[src/sv/usb_ethernet_frame_reassembly_ring_macros.svh]
// Assertion macros for the frame reassembly ring.
// Defining NO_ASSERTIONS leaves every macro with an empty body.
`ifndef USB_ETHERNET_FRAME_REASSEMBLY_RING_MACROS_SVH
`define USB_ETHERNET_FRAME_REASSEMBLY_RING_MACROS_SVH

`ifndef NO_ASSERTIONS

// Implication in the same cycle, sampled on the rising edge of clk.
`define UFR_ASSERT_IMP(lbl, ante, cons, msg) \
	lbl: assert property (@(posedge clk) disable iff (!arst_n) (ante) |-> (cons)) \
		else $error(msg);

// Implication checked in the next cycle.
`define UFR_ASSERT_NEXT(lbl, ante, cons, msg) \
	lbl: assert property (@(posedge clk) disable iff (!arst_n) (ante) |=> (cons)) \
		else $error(msg);

`else

`define UFR_ASSERT_IMP(lbl, ante, cons, msg)
`define UFR_ASSERT_NEXT(lbl, ante, cons, msg)

`endif

`endif

[src/sv/ufr_queue.sv]
// Short first-in first-out queue that decouples the front end from the back end.
// No dependencies.
module ufr_queue #(
	parameter int unsigned W     = 32,
	parameter int unsigned DEPTH = 4
) (
	input  logic         clk,
	input  logic         arst_n,
	input  logic         push,
	input  logic [W-1:0] push_data,
	input  logic         pop,
	output logic [W-1:0] pop_data,
	output logic         full,
	output logic         empty
);

	localparam int unsigned PW = $clog2(DEPTH);
	localparam int unsigned CW = $clog2(DEPTH + 1);
	localparam logic [PW-1:0] LAST_PTR = PW'(DEPTH - 1);

	logic [W-1:0]  slots_q [DEPTH];
	logic [PW-1:0] wr_q, rd_q;
	logic [CW-1:0] count_q;

	assign full     = (count_q == CW'(DEPTH));
	assign empty    = (count_q == '0);
	assign pop_data = slots_q[rd_q];

	always_ff @(posedge clk) begin
		if (push)
			slots_q[wr_q] <= push_data;
	end

	always_ff @(posedge clk or negedge arst_n) begin
		if (!arst_n) begin
			wr_q    <= '0;
			rd_q    <= '0;
			count_q <= '0;
		end else begin
			if (push)
				wr_q <= (wr_q == LAST_PTR) ? '0 : wr_q + PW'(1);
			if (pop)
				rd_q <= (rd_q == LAST_PTR) ? '0 : rd_q + PW'(1);
			if (push && !pop)
				count_q <= count_q + CW'(1);
			else if (pop && !push)
				count_q <= count_q - CW'(1);
		end
	end

endmodule

[config.mk]
export PLATFORM = sky130hd
export DESIGN_NAME = ufr_queue
export DESIGN_NICKNAME = d
export VERILOG_FILES = /design/src/sv/usb_ethernet_frame_reassembly_ring_macros.svh /design/src/sv/ufr_queue.sv
export SDC_FILE = /design/constraint.sdc
export NUM_CORES = 1
export LEC_CHECK = 0
export ABC_AREA = 1
export BUFFER_PORTS_ARGS = -buffer_cell sky130_fd_sc_hd__buf_2
export CAP_MARGIN = 20
export CORE_MARGIN = 8
export CORE_UTILIZATION = 35
export DETAILED_ROUTE_END_ITERATION = 6
export PLACE_DENSITY = 0.61
export SLEW_MARGIN = 10
export SYNTH_ARGS = -nofsm -noshare
export SYNTH_HDL_FRONTEND = slang
export SYNTH_SLANG_ARGS = --single-unit
[constraint.sdc]
create_clock -name clk -period 3.3 [get_ports clk]
set_input_delay 0.165 -clock clk [delete_from_list [all_inputs] [get_ports clk]]
set_output_delay 0.165 -clock clk [all_outputs]
set_load 0.005 [all_outputs]
; ---- After elaboration in Yosys (flattened, before gate mapping)
; Memory sizes are Yosys's and may differ from the RTL's.
; Index checks and enable logic that the tools add are counted.
[classes]
n_addsub = 4
n_eq_ne = 3
n_mux = 6
reduce_logical = 6
[ops]
columns = operator, count
row1 = two-way mux 3 bit, 2
row2 = adder 2 x 1 -> 2 bit (second input constant), 2
row3 = equality test 2 bit (second input constant), 2
row4 = two-way mux 2 bit, 2
row5 = adder 3 x 1 -> 3 bit (second input constant), 1
row6 = equality test 3 bit (second input constant), 1
row7 = logical NOT 3 bit, 1
row8 = subtractor 3 x 1 -> 3 bit (second input constant), 1
row9 = logical AND 1 bit, 2
row10 = logical NOT 1 bit, 2
row11 = two-way mux 1 bit, 2
row12 = nonzero test 2 bit, 1
[word_totals]
ff_bits = 7
mem_bits_rw = 128
in_bits = 36
out_inout_bits = 34
word_cells = 23
memories = 1
[mem_list]
columns = name, words, word_bits, read_ports, rd_ports_with_merged_regs, write_ports, line_no
row1 = slots_q, 4, 32, 1, 0, 1, ufr_queue.sv:21  ; logic [W-1:0] slots_q [DEPTH];

; ---- Logic depth before layout (Yosys ltp)
[depth]
ltp_word = 4
ltp_mapped = 9
ltp_nobuf = 9

; ---- Least setup slack after synthesis
; Ideal clock, no wire load.
[synth_timing]
path_kind = reg2reg
start = reg wr_q[0]
end = mem slots_q[0][0], enable pin
setup_time_ps = 387
t_arrival_ps = 1294
required_time_ps = 2913
path_slack_ps = 1619
stages_incl_launch_ff = 5
synth_period_minus_slack_ps = 1681
path_cell_list = dfrtp_1 > inv_1 > ha_1 > nand2_1 > inv_1
[synth_rtl]
columns = item, line_no
row1 = start: declaration, ufr_queue.sv:22  ; logic [PW-1:0] wr_q, rd_q;
row2 = start signal: assignment, ufr_queue.sv:41  ; wr_q <= (wr_q == LAST_PTR) ? '0 : wr_q + PW'(1);
row3 = end: declaration, ufr_queue.sv:21
; Straight into the memory's write port.

; ---- Final worst setup path
[layout_timing]
start = reg rd_q[0]
end = out pop_data[5]
[layout_via]
elab_chain_len = 1
[layout_lines]
columns = item, line_no
row1 = start: declaration, ufr_queue.sv:22
row2 = start signal: assignment, ufr_queue.sv:43  ; rd_q <= (rd_q == LAST_PTR) ? '0 : rd_q + PW'(1);
row3 = memory (4 x 32 bit), --
row4 = end: declaration, ufr_queue.sv:12  ; output logic [W-1:0] pop_data,
; No other way between the ends.

==> flow_summary.yaml <==
detailed_routing:
  via_per_inst: 4.34
  vias: 3303
  wl_per_cell_um: 14.5
  dr.pass1.iters: 4
  drtAntennaViolNets: 0
  post-route-drc-count: 0
  wirelength_um: 11000
  dr.first_iter.drc_count: 162
global_routing:
  grtUsageTotal_pct: 11.6
  grt_pass1_wl_um: 18000
  grt_pass1_vias: 3493
  antenna_found_initial: 1
  grt-ovfl-total: 0
  grt_max_degree: 81
power_and_ir_drop:
  power_mw: 5.83
  power_frac_seq_pct: 39.5
  intPower_mw: 4.09
  power_density_nw_per_um2: 837
  clockPowerShare_pct: 33.7
  peakVddDrop_mv: 0.511
  switchingPower_mw: 1.74
  comb_power_share_pct: 26.8
  power_leakage_nw: 2.86
  p_sw_share_pct: 29.8
clock_tree:
  cts_setup_buffers: 0
  root_buffer: "clkbuf_16"
  clk_pin_slew_ps: 60
  clk_latency_ps: 410
  cts_made_buffers: 17
  clock_sinks: 135
  cts_resized: 0
  h-tree-depth: 4
  cts_tree: "done"
  clockBufferDepth: 2
setup_path:
  reg2reg_to: "slots_q[1][19]$_DFFE_PP_"
  max_stage_delay_ps: 540
  r2r_slack_ps: 1570
  worstSetupEndpointType: "output port"
  crit_path_max_fanout: 80
  crit_path_frequent_cell: "nand2_1"
  worstPathArrival_ps: 2190
  crit_family: "buffers and inverters"
  reg2reg_from: "wr_q[1]$_DFFE_PN0P_"
  worstPathCellList: "inv_4, buf_4, nand2_1, o211ai_1, nand2_1, buf_2"
  critPathLaunchType: "flip-flop"
  crit_required_ps: 3130
  crit_slowest_cell: "inv_4"
  worst-path-buf-inv: 3
  path_class: "reg2out"
  ff2ff_path_depth: 4
floorplan:
  placementRows: 46
  ios: 70
  dieArea_um2: 20200
  core_region_area_um2: 15700
  die_y_um: 142
  die_w_um: 142
  initial_utilization_pct: 35.4
sta:
  period_share_pct: 71.5
  hold_violations: 0
  drv_slew: 0
  max_freq_mhz: 424
  fin_crit_ps: 2360
  slew_headroom_pct: 37.1
  finalSetupTns_ps: 0
  rsz0062_at_grt: "false"
  finalSetupViolCount: 0
  worst_pin_slew_ps: 942
  finClkSkew_ps: 4.90
  timing.hold.ws_ps: 84.5
synth:
  synth_nets: 469
  syn_inst: 426
  synth_simple_gate_area_share_pct: 8.01
  synth-xor-area-share_pct: 0.158
  synth-compound-area-share_pct: 9.00
  avgSynthCellArea_um2: 13.0
  synth_top_family_by_area: "compound AO/OA/AOI/OAI gates"
  ys_types: 18
  synth_seq_cells: 135
  netlist_area_um2: 5560
  synth-adder-area-share_pct: 1.71
  yosys_warnings: 0
  synthMuxAreaShare_pct: 0
  yosysSeqAreaShare_pct: 72.3
placed_design:
  portBuffers: 69
  dpl.hpwl_um: 6700
  gp_congestion: 0.656
cells_and_area:
  layout_common_cells: "edfxtp_1, nand2_1, inv_1"
  mostFrequentLayoutCell: "edfxtp_1"
  final_layout_size_suffix_gt1_share_pct: 19.1
  area_growth_pct: 25.3
  num-nets-final: 574
job:
  maxCapViolations: 0
min_path:
  hold_class: "in2reg"
  min_path_cells: 2
  hold_path_startpoint: "push"
  min_to: "wr_q[0]$_DFFE_PN0P_"
status:
  status: "complete, no violations"
-- final cells by class --
class                      instances  area, µm²
clock buffer                      19        433
multi-input combinational        193       1050
antenna                            1       2.50
tap                              216        270
fill                            1418       8750
inverter                          77        292
timing repair buffer             107        716
clock inverter                    13        184
sequential                       135       4020
-- registers in the layout (all words and copies together) (netlist names) --
name,cells
slots_q,128
wr_q,2
count_q,3
rd_q,2
-- per-layer routing --
layer / routed length, µm / track usage [%] / vias up
met5: 0 / 0 / -
met4: 164 / 5.65 / 0
met3: 495 / 3.96 / 13
met2: 5130 / 17.9 / 62
met1: 5220 / 14.4 / 1540
li1: - / - / 1688
-- how the worst max path moves through the flow --
stage / from / endpoint / cells past startpoint
after floorplan: wr_q[0]$_DFFE_PN0P_ / slots_q[0][0]$_DFFE_PP_ / 4
after global placement: rd_q[1]$_DFFE_PN0P_ / pop_data[26] / 5
after detailed placement: rd_q[1]$_DFFE_PN0P_ / pop_data[26] / 5
after CTS: rd_q[1]$_DFFE_PN0P_ / pop_data[26] / 5
after global routing: rd_q[0]$_DFFE_PN0P_ / pop_data[5] / 6
final: rd_q[0]$_DFFE_PN0P_ / pop_data[5] / 6
-- kinds of logic (layout without fill, tap and decap cells) --
logic type,Yosys count,after routing
AOI/OAI and AO/OA,68,68
xor gates and xnor gates,1,1
adders and majority gates,7,7
buffers and inverters,98,216
DFF,135,135
other,0,1
and+or+nand+nor,117,117
-- through the flow --
| stage | util [%] | instance area [µm²] | cells | setup WS (ps) |
|---|---|---|---|---|
| after floorplan | - | 5560 | 426 | 1620 |
| after global placement | 38.2 | 6010 | 694 | 1380 |
| after detailed placement | 38.2 | 6010 | 694 | 1360 |
| after CTS | 44.3 | 6960 | 760 | 905 |
| after global routing | 44.3 | 6970 | 761 | 742 |
| final | 44.3 | 6970 | 761 | 942 |
-- synth_stat cells --
cell        n  area [µm²]
xnor2_1     1        8.76
edfxtp_1  128        3840
nand3_1     1        5.00
dfrtp_1     7         175
nand2_1   111         417
nand4_1     1        6.26
inv_1      76         285
clkbuf_2    1        5.00
ha_1        6        75.1
buf_6      15         169
fa_1        1        20.0
nor2_1      2        7.51
o211ai_1   64         480
o21ai_0     4        20.0
buf_2       4        20.0
buf_4       1        7.51
nor3_1      2        10.0
inv_2       1        3.75
-- power by group through the flow --
stage               logic [mW]  registers [mW]  clock network (mW)
finish                    1.56            2.30                1.96
global route              1.80            2.33                2.07
CTS                       1.62            2.30                2.00
detailed placement        1.58            2.34                   0
global placement          1.54            2.33                   0
floorplan                 1.08            2.31                   0
-- worst reg2reg max path: stages (launching register included) --
cell and delay, ps:
dfrtp_1 400, inv_1 100, ha_1 160, nand2_1 70, inv_2 600
-- repair_timing --
action	4_1_cts	5_1_grt
hold buffers	34	0
endpoints found under the setup margin	0	0
endpoints found under the hold margin	136	0
Note: power is estimated with default switching activity, not from simulation.
