[src/sv/usb_ethernet_frame_reassembly_ring_macros.svh]
// Assertion macros for the frame reassembly ring.
// Defining NO_ASSERTIONS leaves every macro with an empty body.
`ifndef USB_ETHERNET_FRAME_REASSEMBLY_RING_MACROS_SVH
`define USB_ETHERNET_FRAME_REASSEMBLY_RING_MACROS_SVH

`ifndef NO_ASSERTIONS

// Implication in the same cycle, sampled on the rising edge of clk.
`define UFR_ASSERT_IMP(lbl, ante, cons, msg) \
	lbl: assert property (@(posedge clk) disable iff (!arst_n) (ante) |-> (cons)) \
		else $error(msg);

// Implication checked in the next cycle.
`define UFR_ASSERT_NEXT(lbl, ante, cons, msg) \
	lbl: assert property (@(posedge clk) disable iff (!arst_n) (ante) |=> (cons)) \
		else $error(msg);

`else

`define UFR_ASSERT_IMP(lbl, ante, cons, msg)
`define UFR_ASSERT_NEXT(lbl, ante, cons, msg)

`endif

`endif

[src/sv/ufr_pkg.sv]
// Shared types and constants of the frame reassembly ring.
// No dependencies; imported by the front end, the back end and the top level.
package ufr_pkg;

	localparam int unsigned FLEN_W = 9;
	localparam int unsigned CNT_W  = 3;

	localparam int unsigned HDR_BYTES   = 14;
	localparam int unsigned OFF_TYPE_HI = 12;
	localparam int unsigned OFF_TYPE_LO = 13;
	localparam int unsigned OFF_LEN_HI  = 16;
	localparam int unsigned OFF_LEN_LO  = 17;

	localparam logic [15:0] ETYPE_IPV4 = 16'h0800;

	typedef enum logic [2:0] {
		ST_TAKEN     = 3'd0,
		ST_PARTIAL   = 3'd1,
		ST_DONE      = 3'd2,
		ST_RUNT      = 3'd3,
		ST_FULL_DROP = 3'd4,
		ST_OVERSIZE  = 3'd5,
		ST_READ      = 3'd6,
		ST_EMPTY     = 3'd7
	} status_t;

	typedef struct packed {
		status_t           status;
		logic              last;
		logic [FLEN_W-1:0] flen;
		logic [CNT_W-1:0]  stored;
	} res_t;

endpackage

[src/sv/ufr_front.sv]
// Front end: accepts words, keeps ring and frame state, and emits per word one
// store write, read or no access with its result fields. Depends on ufr_pkg.
module ufr_front import ufr_pkg::*; #(
	parameter int unsigned FRAME_BYTES = 512,
	parameter int unsigned RING_SLOTS  = 8,
	parameter int unsigned AW          = $clog2(RING_SLOTS * FRAME_BYTES)
) (
	input  logic          clk,
	input  logic          arst_n,
	input  logic          accept,
	input  logic          cmd,
	input  logic [7:0]    usb_byte,
	input  logic          usb_packet_end,
	output res_t          op_res,
	output logic          op_we,
	output logic          op_re,
	output logic [AW-1:0] op_addr,
	output logic [7:0]    op_wdata
);

	localparam int unsigned SW = $clog2(RING_SLOTS);
	localparam int unsigned BW = $clog2(FRAME_BYTES + 1);
	localparam int unsigned LW = $clog2(FRAME_BYTES);
	localparam logic [AW-1:0] FB_A  = AW'(FRAME_BYTES);
	localparam logic [BW-1:0] FB_B  = BW'(FRAME_BYTES);
	localparam logic [LW:0]   FB_L  = (LW + 1)'(FRAME_BYTES);
	localparam logic [SW:0]   RS_W  = (SW + 1)'(RING_SLOTS);
	localparam logic [SW-1:0] LAST_SLOT = SW'(RING_SLOTS - 1);

	logic [SW-1:0] ws_q, rs_q, ws_n, rs_n;
	logic          open_q, open_n, drop_q, drop_n;
	logic [BW-1:0] br_q, br_n, br_eff;
	logic [15:0]   exp_q, exp_n, exp_eff;
	logic [15:0]   et_q, et_n, ip_q, ip_n;
	logic [LW-1:0] ro_q, ro_n;
	logic [LW-1:0] slot_len_q [RING_SLOTS];
	logic          len_we;
	logic [16:0]   ip_sum;
	logic [LW:0]   ro_inc;
	logic [LW-1:0] rd_len;
	logic [SW:0]   diff;
	status_t       st;
	logic          last;
	logic [FLEN_W-1:0] flen;

	function automatic logic [SW-1:0] next_slot(input logic [SW-1:0] s);
		return (s == LAST_SLOT) ? '0 : s + SW'(1);
	endfunction

	always_comb begin
		ws_n    = ws_q;
		rs_n    = rs_q;
		open_n  = open_q;
		drop_n  = drop_q;
		ro_n    = ro_q;
		len_we  = 1'b0;
		op_we   = 1'b0;
		op_re   = 1'b0;
		op_addr = '0;
		st      = ST_TAKEN;
		last    = 1'b0;
		flen    = '0;
		// A frame starting with this word sees cleared counters and captures.
		br_eff  = open_q ? br_q  : '0;
		exp_eff = open_q ? exp_q : '0;
		et_n    = open_q ? et_q  : '0;
		ip_n    = open_q ? ip_q  : '0;
		br_n    = br_q;
		exp_n   = exp_q;
		ip_sum  = '0;
		rd_len  = slot_len_q[rs_q];
		ro_inc  = {1'b0, ro_q} + (LW + 1)'(1);
		if (!cmd) begin
			if (drop_q) begin
				st = ST_FULL_DROP;
				if (usb_packet_end)
					drop_n = 1'b0;
			end else if (!open_q && next_slot(ws_q) == rs_q) begin
				st = ST_FULL_DROP;
				if (!usb_packet_end)
					drop_n = 1'b1;
			end else begin
				open_n = 1'b1;
				br_n   = br_eff;
				exp_n  = exp_eff;
				if (br_eff < FB_B) begin
					op_we   = 1'b1;
					op_addr = AW'(ws_q) * FB_A + AW'(br_eff);
					if (br_eff == BW'(OFF_TYPE_HI)) et_n[15:8] = usb_byte;
					if (br_eff == BW'(OFF_TYPE_LO)) et_n[7:0]  = usb_byte;
					if (br_eff == BW'(OFF_LEN_HI))  ip_n[15:8] = usb_byte;
					if (br_eff == BW'(OFF_LEN_LO))  ip_n[7:0]  = usb_byte;
					br_n = br_eff + BW'(1);
				end
				if (!usb_packet_end) begin
					st = ST_TAKEN;
				end else if (16'(br_n) < 16'(HDR_BYTES)) begin
					st   = ST_RUNT;
					br_n = '0;
				end else begin
					if (exp_eff == '0) begin
						ip_sum = {1'b0, ip_n} + 17'(HDR_BYTES);
						if (et_n == ETYPE_IPV4)
							exp_n = ip_sum[16] ? 16'hFFFF : ip_sum[15:0];
						else
							exp_n = 16'(br_n);
					end
					if (16'(br_n) < exp_n) begin
						st = ST_PARTIAL;
					end else begin
						open_n = 1'b0;
						if (br_n >= FB_B) begin
							st = ST_OVERSIZE;
						end else begin
							st     = ST_DONE;
							len_we = 1'b1;
							flen   = FLEN_W'(br_n);
							ws_n   = next_slot(ws_q);
						end
					end
				end
			end
		end else if (ws_q == rs_q) begin
			st = ST_EMPTY;
		end else begin
			st      = ST_READ;
			op_re   = 1'b1;
			op_addr = AW'(rs_q) * FB_A + AW'(ro_q);
			flen    = FLEN_W'(rd_len);
			ro_n    = ro_inc[LW-1:0];
			if (ro_inc >= {1'b0, rd_len} || ro_inc >= FB_L) begin
				last = 1'b1;
				ro_n = '0;
				rs_n = next_slot(rs_q);
			end
		end
		// Frames waiting after this word, modulo the ring size.
		diff = {1'b0, ws_n} - {1'b0, rs_n};
		if (ws_n < rs_n)
			diff = diff + RS_W;
		op_res.status = st;
		op_res.last   = last;
		op_res.flen   = flen;
		op_res.stored = CNT_W'(diff);
		op_wdata      = usb_byte;
	end

	always_ff @(posedge clk or negedge arst_n) begin
		if (!arst_n) begin
			ws_q   <= '0;
			rs_q   <= '0;
			open_q <= 1'b0;
			drop_q <= 1'b0;
			br_q   <= '0;
			exp_q  <= '0;
			et_q   <= '0;
			ip_q   <= '0;
			ro_q   <= '0;
			for (int i = 0; i < RING_SLOTS; i++)
				slot_len_q[i] <= '0;
		end else if (accept) begin
			ws_q   <= ws_n;
			rs_q   <= rs_n;
			open_q <= open_n;
			drop_q <= drop_n;
			br_q   <= br_n;
			exp_q  <= exp_n;
			et_q   <= et_n;
			ip_q   <= ip_n;
			ro_q   <= ro_n;
			if (len_we)
				slot_len_q[ws_q] <= br_n[LW-1:0];
		end
	end

endmodule

[config.mk]
export PLATFORM = sky130hd
export DESIGN_NAME = ufr_front
export DESIGN_NICKNAME = d
export VERILOG_FILES = /design/src/sv/usb_ethernet_frame_reassembly_ring_macros.svh /design/src/sv/ufr_pkg.sv /design/src/sv/ufr_front.sv
export SDC_FILE = /design/constraint.sdc
export NUM_CORES = 1
export LEC_CHECK = 0
export BUFFER_PORTS_ARGS = -buffer_cell sky130_fd_sc_hd__clkbuf_2
export CAP_MARGIN = 15
export CORE_MARGIN = 2
export CORE_UTILIZATION = 29
export CTS_CLUSTER_DIAMETER = 30
export DETAILED_ROUTE_END_ITERATION = 10
export PLACE_DENSITY = 0.46
export SLEW_MARGIN = 20
export SYNTH_ARGS = -nofsm -noshare
export SYNTH_HDL_FRONTEND = slang
export SYNTH_SLANG_ARGS = --single-unit
[constraint.sdc]
create_clock -name clk -period 15.7 [get_ports clk]
set_input_delay 3.14 -clock clk [delete_from_list [all_inputs] [get_ports clk]]
set_output_delay 3.14 -clock clk [all_outputs]
set_load 0.02 [all_outputs]
Word-level counts from Yosys, hierarchy flattened --
Cells that the tools add are included.
Operators by class: eq/ne operators 9, bitwise gates (word level) 6, add/subtract/negate cells 9, magnitude comparators 10, mux-type cells 104, reductions and logical operators 9
Operators with widths (count):
- 2-to-1 mux 16 bit | 27
- 2-to-1 mux 9 bit | 15
- bitwise mux 72 bit | 1
- 2-to-1 mux 10 bit | 7
- 2-to-1 mux 12 bit | 5
- 2-to-1 mux 3 bit | 20
- 2-to-1 mux 8 bit | 4
- binary-select mux 9 bit (select 3 bit) | 1
- demux 9 bit (select 3 bit) | 1
- 2-to-1 mux 1 bit | 23
- equality test 10 x 4 -> 1 bit (second input constant) | 2
- equality test 10 x 5 -> 1 bit (second input constant) | 2
- >= comparator 10 bit (second input constant) | 2
- adder 16 x 4 -> 17 bit (second input constant) | 1
- equality test 16 x 12 -> 1 bit (second input constant) | 1
- zero test 16 bit | 1
- < comparator 10 x 16 -> 1 bit | 1
- adder 12 x 10 -> 12 bit | 1
- adder 12 x 9 -> 12 bit | 1
- adder 10 x 1 -> 10 bit (second input constant) | 1
- adder 9 x 1 -> 10 bit (second input constant) | 1
- >= comparator 10 x 9 -> 1 bit | 1
- < comparator 10 bit (second input constant) | 1
- < comparator 10 x 4 -> 1 bit (second input constant) | 1
- other kinds (15) | 26
Word-level totals: logic and storage cells 165, output and inout bits 38, register bits 147

Logic depth before layout (Yosys ltp) --
Gate-level depths: netlist of run 1.
depth in word-level cells 26, mapped depth 35, gate-level depth less buffers 27

Worst setup path before layout of run 1 --
OpenSTA, ideal clock, no wires.
path kind input -> output, from in usb_byte[4], to out op_res[2] in the netlist's numbering, path buffers 2, setup slack 4603 ps, data arrival time 7957 ps, cell stages on the path 22, cells stage by stage clkbuf_1 nand4_1 or2_2 mux2_2 nor3_2 nor2_1 a221oi_1 a21oi_1 ha_1 a21o_1 a21oi_1 o31ai_1 nor4_1 a221oi_1 nand4_1 a211oi_2 buf_2 a21oi_1 ha_1 fa_1 xnor2_1 xnor2_1
RTL lines:
- start, declared | line ufr_front.sv:12 | input logic [7:0] usb_byte,
- end, declared | line ufr_front.sv:14 | output res_t op_res,

==> results.md, run 1 <==
- Status: completed
- Vias: 7068
- Final setup vio count: 0
- Hold Fails Final Rpt: 0
- Ports: 51
- Most common cell after layout, fill and taps aside: dfrtp_1
- PD cells: 139 nW/µm²
- CTS tree: yes
- Crit path arrival time: 8.50 ns
- Register area share after synthesis: 0.408
- Post-CTS sizing: 0
- Hold Path Origin: exp_q[10]
- Part of the cycle the worst path needs: 0.742
- Unrepaired setup endpoints after global routing: no
- Post-synth EDFFs: 0
- DRT antenna net count: 0
- Max rail drop VDD: 0.0744 mV
- Initial core utilization: 0.295
- Routed len/inst: 21.3 µm
- TritonCTS Sinks: 147
- CTS root buffer: clkbuf_16
- Remaining Overflow, GRT: 0
- R2R Setup Slk: 8.63 ns
- Drt first pass iters: 5
- Worst setup margin: 4.06 ns
- CTS Buffer Depth: 2
- Commonest non-fill, non-tap cells in the layout: 146 x dfrtp_1, 86 x nand2_1, 86 x mux2_2
- Critical path startpoint category: input port
- Buffers on Ports: 50
- Net count after synthesis: 926
- Async S/R FF share, synth: 1.00
- Non-filler cells, final: 1307
- Max_cap viols: 0
- Global router's overall resource usage: 0.173
- Final Cell Area: 10200 µm²
- Via density: 5.41
- Core box area: 30600 µm²
- Dpl hpwl: 19700 µm
- R2r startpoint: br_q[9]
- Syn_area_per_cell: 10.2 µm²
- Synth unique cells: 68
- Leakage power figure: 4.66 nW
- Share of layout cells above drive strength 1: 0.234
- Largest net degree at the start of global routing: 93
- Clock Latency Late Sink: 0.44 ns
- Layout Nets: 941
- Slew @ Worst Pin: 1.05 ns
- Worst-path clk slew: 0.06 ns
- TritonCTS buffer count: 17
- CP required: 12.56 ns
- CP startpoint: usb_byte[1]
- H-tree levels: 4
- Syn Inst Count: 884
- # hold bufs at CTS: 0
- Synth-to-Final Area Change: 13.0%
- End point of the critical path: op_res[9]
- Die Width: 180 µm
- Crit-path max FO: 10
- Worst R2R Path Depth: 18
- Mapped cell area: 9020 µm²
- Worst setup path class: in2out
- Setup Skew: 0.0118 ns
- Place WS: 4.07 ns
- #FFs+latches synth: 147
- Initial antenna violation count: 0
- Critical path capture point type: primary output
- Synth Flop Type: dfrtp_1
- Placed Area: 9560 µm²
- Post-CTS Setup Bufs: 0
- First DRT Iteration DRCs: 469
- Fin Setup TNS: 0 ns
- Die area: 32500 µm²
- Worst R2R End: slot_len_q[61]
- Final RePlAce weighted congestion: 0.816
- DRC viols: 0
- First-pass GRT wire length: 43600 µm
- Die height: 180 µm
- Synth Warn #: 0
- Vias in the first global route: 7115
- Max-slew headroom: 0.292
- FP Rows: 64
- Drt total wl: 27800 µm
- Fmax: 85.9 MHz
- Max Slew Vio Count: 0
- Dpl cells: 1276
- Final min period: 11.64 ns
- HP Class: reg2reg
- Antenna diodes: 0
-- logic make-up after synthesis --
| family | Yosys count | synth area share |
|---|---|---|
| compound gates | 202 | 0.150 |
| fa+ha+maj | 29 | 0.0411 |
| xor+xnor | 31 | 0.0301 |
| mux | 127 | 0.178 |
| buf+inv | 94 | 0.0448 |
| simple gates | 254 | 0.148 |
| flops | 147 | 0.408 |
-- how the worst min path moves through the flow --
| stage | end | cells after the start | slack, ns |
|---|---|---|---|
| after CTS | exp_q[12] | 2 | 0.49 |
| after global routing | slot_len_q[51] | 1 | 0.51 |
| final | exp_q[10] | 2 | 0.48 |
| after detailed placement | exp_q[12] | 2 | 0.47 |
| after floorplan | ip_q[0] | 2 | 0.45 |
| after global placement | slot_len_q[48] | 1 | 0.47 |
-- registers in the layout, indices dropped and copies added, names as in the netlist --
name	flops
slot_len_q	72
et_q	16
exp_q	16
ip_q	16
br_q	10
ro_q	9
rs_q	3
ws_q	3
drop_q	1
open_q	1
-- critical path: stages --
cell and delay, ns:
clkbuf_2 0.23, inv_1 0.10, nor2_1 0.11, a31oi_1 0.09, ha_1 0.31, a21boi_0 0.14, mux2i_1 0.30, nand2_1 0.13
nor3b_1 0.25, xor2_1 0.13, a221oi_1 0.33, a21oi_1 0.11, ha_1 0.34, nand2_1 0.09, o31ai_1 0.32, o22ai_1 0.18
a221oi_1 0.26, nand4_1 0.19, a211oi_1 0.73, nand3_1 0.37, o22ai_1 0.41, clkbuf_2 0.24
-- synth_stat cells (9+ instances only) --
cell        n  area [µm²]
a21oi_1    29         145
a22o_1     40         350
a31oi_1    13        81.3
and3_1     18         113
buf_2      14        70.1
buf_4       9        67.6
clkbuf_1   39         146
dfrtp_1   147        3680
ha_1       28         350
inv_1      27         101
mux2_2     86         968
mux2i_1    20         200
mux4_2     18         405
nand2_1    86         323
nand3_1    27         135
nand4_1    11        68.8
nor2_1     36         135
nor3_1     10        50.1
nor4_1     15        93.8
o21ai_0    65         325
xnor2_1    19         166
xor2_1     12         105
-- stage by stage --
stage / utilization / power (mW) / hold slack, ns
detailed placement: 0.313 / 0.986 / 0.472
floorplan: - / 0.818 / 0.450
CTS: 0.333 / 1.43 / 0.486
global route: 0.333 / 1.50 / 0.514
finish: 0.333 / 1.42 / 0.480
global placement: 0.313 / 0.986 / 0.467
-- area by class of cell --
class,instances,area (µm²)
Sequential cell,147,3680
Fill cell,3188,20400
Clock buffer,20,447
Multi-Input combinational cell,643,4940
Tap cell,396,495
Inverter,29,109
Clock inverter,11,176
Timing Repair Buffer,61,339
-- report_power, final --
group	switching (mW)	total (mW)	internal, mW
registers	0.0486	0.450	0.401
clock network	0.170	0.441	0.271
logic	0.336	0.527	0.191
total	0.555	1.42	0.863
-- metal layers --
metal / track usage / vias to the layer above / share of wire
met1: 0.231 / 3568 / 0.45
met5: 0 / - / 0
met2: 0.286 / 152 / 0.49
met4: 0.0561 / 0 / 0.022
li1: - / 3309 / -
met3: 0.0309 / 39 / 0.035
(Power assumes the default switching activity.)
==> run 2: changes to the inputs <==
PLACE_DENSITY = 0.47   (was 0.46)
clock period = 9.8 ns   (was 15.7 ns; I/O delays follow)
==> results.md, run 2 (synthesis results as in run 1) <==
- Commonest non-fill, non-tap cells in the layout: 146 x dfrtp_1, 86 x nand2_1, 86 x mux2_2
- Via density: 5.48 (+1.3%)
- Internal: 1.36 mW (+58%)
- CTS Buffer Depth: 2 (unchanged)
- Initial core utilization: 0.295 (unchanged)
- Ports: 51 (unchanged)
- Place WS: 0.559 ns (-3.51 ns)
- Die area: 32500 µm² (unchanged)
- Crit-path max FO: 10 (unchanged)
- Max_cap viols: 0 (unchanged)
- First-pass GRT wire length: 43100 µm (-1.1%)
- Share of layout cells above drive strength 1: 0.239 (+0.00527)
- Critical path capture point type: primary output
- Drt total wl: 27600 µm (-0.90%)
- Hold Fails Final Rpt: 0 (unchanged)
- CTS tree: yes
- Vias: 7184 (+1.6%)
- Global router's overall resource usage: 0.172 (-0.00109)
- PD cells: 220 nW/µm² (+58%)
- Dpl hpwl: 19500 µm (-0.64%)
- CTS root buffer: clkbuf_16
- Hold_ws: 0.487 ns (+0.00744 ns)
- H-tree levels: 4 (unchanged)
- Switch Pwr: 0.890 mW (+60%)
- Setup Skew: 0.0121 ns (+0.000338 ns)
- FP Rows: 64 (unchanged)
- Most common cell after layout, fill and taps aside: dfrtp_1
- Unrepaired setup endpoints after global routing: no
- Worst setup path class: in2out
- Register with the most flip-flops: slot_len_q
- Buffers on Ports: 50 (unchanged)
- Routed len/inst: 21.0 µm (-1.3%)
- Die Width: 180 µm (unchanged)
- Switching Fraction: 0.396 (+0.00424)
- Fmax: 108 MHz
- Part of the cycle the worst path needs: 0.945
- Critical path startpoint category: input port
- Worst-path clk slew: 0.06 ns (about the same)
- CP required: 7.84 ns (-4.72 ns)
- Clock share of power: 0.303 (-0.008)
- Remaining Overflow, GRT: 0 (unchanged)
- Max Slew Vio Count: 0 (unchanged)
- Antenna diodes: 0 (unchanged)
- Final RePlAce weighted congestion: 0.858 (+5.3%)
- Clock Latency Late Sink: 0.44 ns (about the same)
- DRC viols: 0 (unchanged)
- Synth-to-Final Area Change: 13.3%
- Layout Nets: 947 (+0.64%)
- HP Class: reg2reg
- Max-slew headroom: 0.289 (-0.00388)
- Crit path arrival time: 7.30 ns (-1.20 ns)
- TritonCTS buffer count: 17 (unchanged)
- Initial antenna violation count: 1 (+1)
- Fill count: 3178 (-0.31%)
- Die height: 180 µm (unchanged)
- Largest net degree at the start of global routing: 59 (-37%)
- Fin Setup TNS: 0 ns (unchanged)
- Final min period: 9.26 ns
- Leakage power figure: 4.67 nW (+0.27%)
- Vias in the first global route: 7218 (+1.4%)
- DRT antenna net count: 0 (unchanged)
- Final setup vio count: 0 (unchanged)
- # hold bufs at CTS: 0 (unchanged)
- Max rail drop VDD: 0.131 mV (+77%)
- Combinational power share: 0.374 (+0.002)
- Slew @ Worst Pin: 1.06 ns (+0.00576 ns)
- Core box area: 30600 µm² (unchanged)
- Seq pwr share: 0.324 (+0.007)
- First DRT Iteration DRCs: 521 (+11%)
- Status: completed
- Drt first pass iters: 5 (unchanged)
- Worst setup margin: 0.537 ns (-3.52 ns)
- TritonCTS Sinks: 147 (unchanged)
- Max reg flops: 72 (unchanged)
[run 2: power groups by stage]
stage          clock, mW  sequential [mW]  combinational [mW]
2_1_floorplan          0            0.679               0.631
3_3_place_gp           0            0.739               0.836
3_5_place_dp           0            0.739               0.837
4_1_cts            0.699            0.728               0.842
5_1_grt            0.726            0.735               0.922
6_report           0.681            0.728               0.841
[run 2: final cells by class]
class	instances	area, µm²	area share
inverters	29	109	0.0107
clock inverters	11	154	0.0151
repair buffers	67	384	0.0376
flip-flops and latches	147	3680	0.360
multi-input cells	643	4950	0.485
well taps	396	495	0.0485
clock buffers	19	443	0.0434
[run 2: metal layers]
metal  global-route usage  part of all wire  vias up
met4               0.0768             0.035        2
met1                0.227              0.46     3646
li1                     -                 -     3309
met3               0.0344             0.041       50
met2                0.274              0.47      177
met5                    0           0.00058        -
[run 2: critical path: stages]
cell and delay, ns:
clkbuf_2 0.20, inv_1 0.10, nor2_1 0.10, a31oi_1 0.09
ha_1 0.29, a21boi_0 0.14, mux2i_1 0.31, nand2_1 0.13
nor3b_1 0.26, xor2_1 0.11, a221oi_1 0.28, a21oi_1 0.10
ha_1 0.32, nand2_1 0.08, o31ai_1 0.33, o22ai_1 0.17
a221oi_1 0.25, nand4_1 0.20, a211oi_2 0.61, a21oi_1 0.16
ha_1 0.22, fa_1 0.37, xnor2_1 0.19, xnor2_1 0.14
clkbuf_2 0.19
[run 2: through the flow]
stage	area [µm²]	cells	total power, mW	util
2_1_floorplan	9020	884	1.31	-
3_3_place_gp	9600	1282	1.57	0.314
3_5_place_dp	9600	1282	1.58	0.314
4_1_cts	10200	1312	2.27	0.333
5_1_grt	10200	1312	2.38	0.334
6_report	10200	1312	2.25	0.334
[run 2: repair_timing]
item	in CTS	in global routing
buffers inserted	0	0
hold endpoints to repair	0	0
endpoints found under the setup margin	0	1
resized for setup	0	1
[run 2: worst paths after layout]
| path | start | end | slack [ns] | cells past startpoint |
|---|---|---|---|---|
| setup / recovery | usb_byte[1] | op_res[2] | 0.54 | 25 |
| hold / removal | ip_q[0] | ip_q[0] | 0.49 | 2 |
| setup reg to reg | br_q[9] | slot_len_q[59] | 2.82 | 21 |
| hold reg to reg | ip_q[0] | ip_q[0] | 0.49 | 2 |
| max in group asynchronous | arst_n | slot_len_q[25] | 6.55 | 3 |
| min in group asynchronous | arst_n | et_q[7] | 1.40 | 1 |
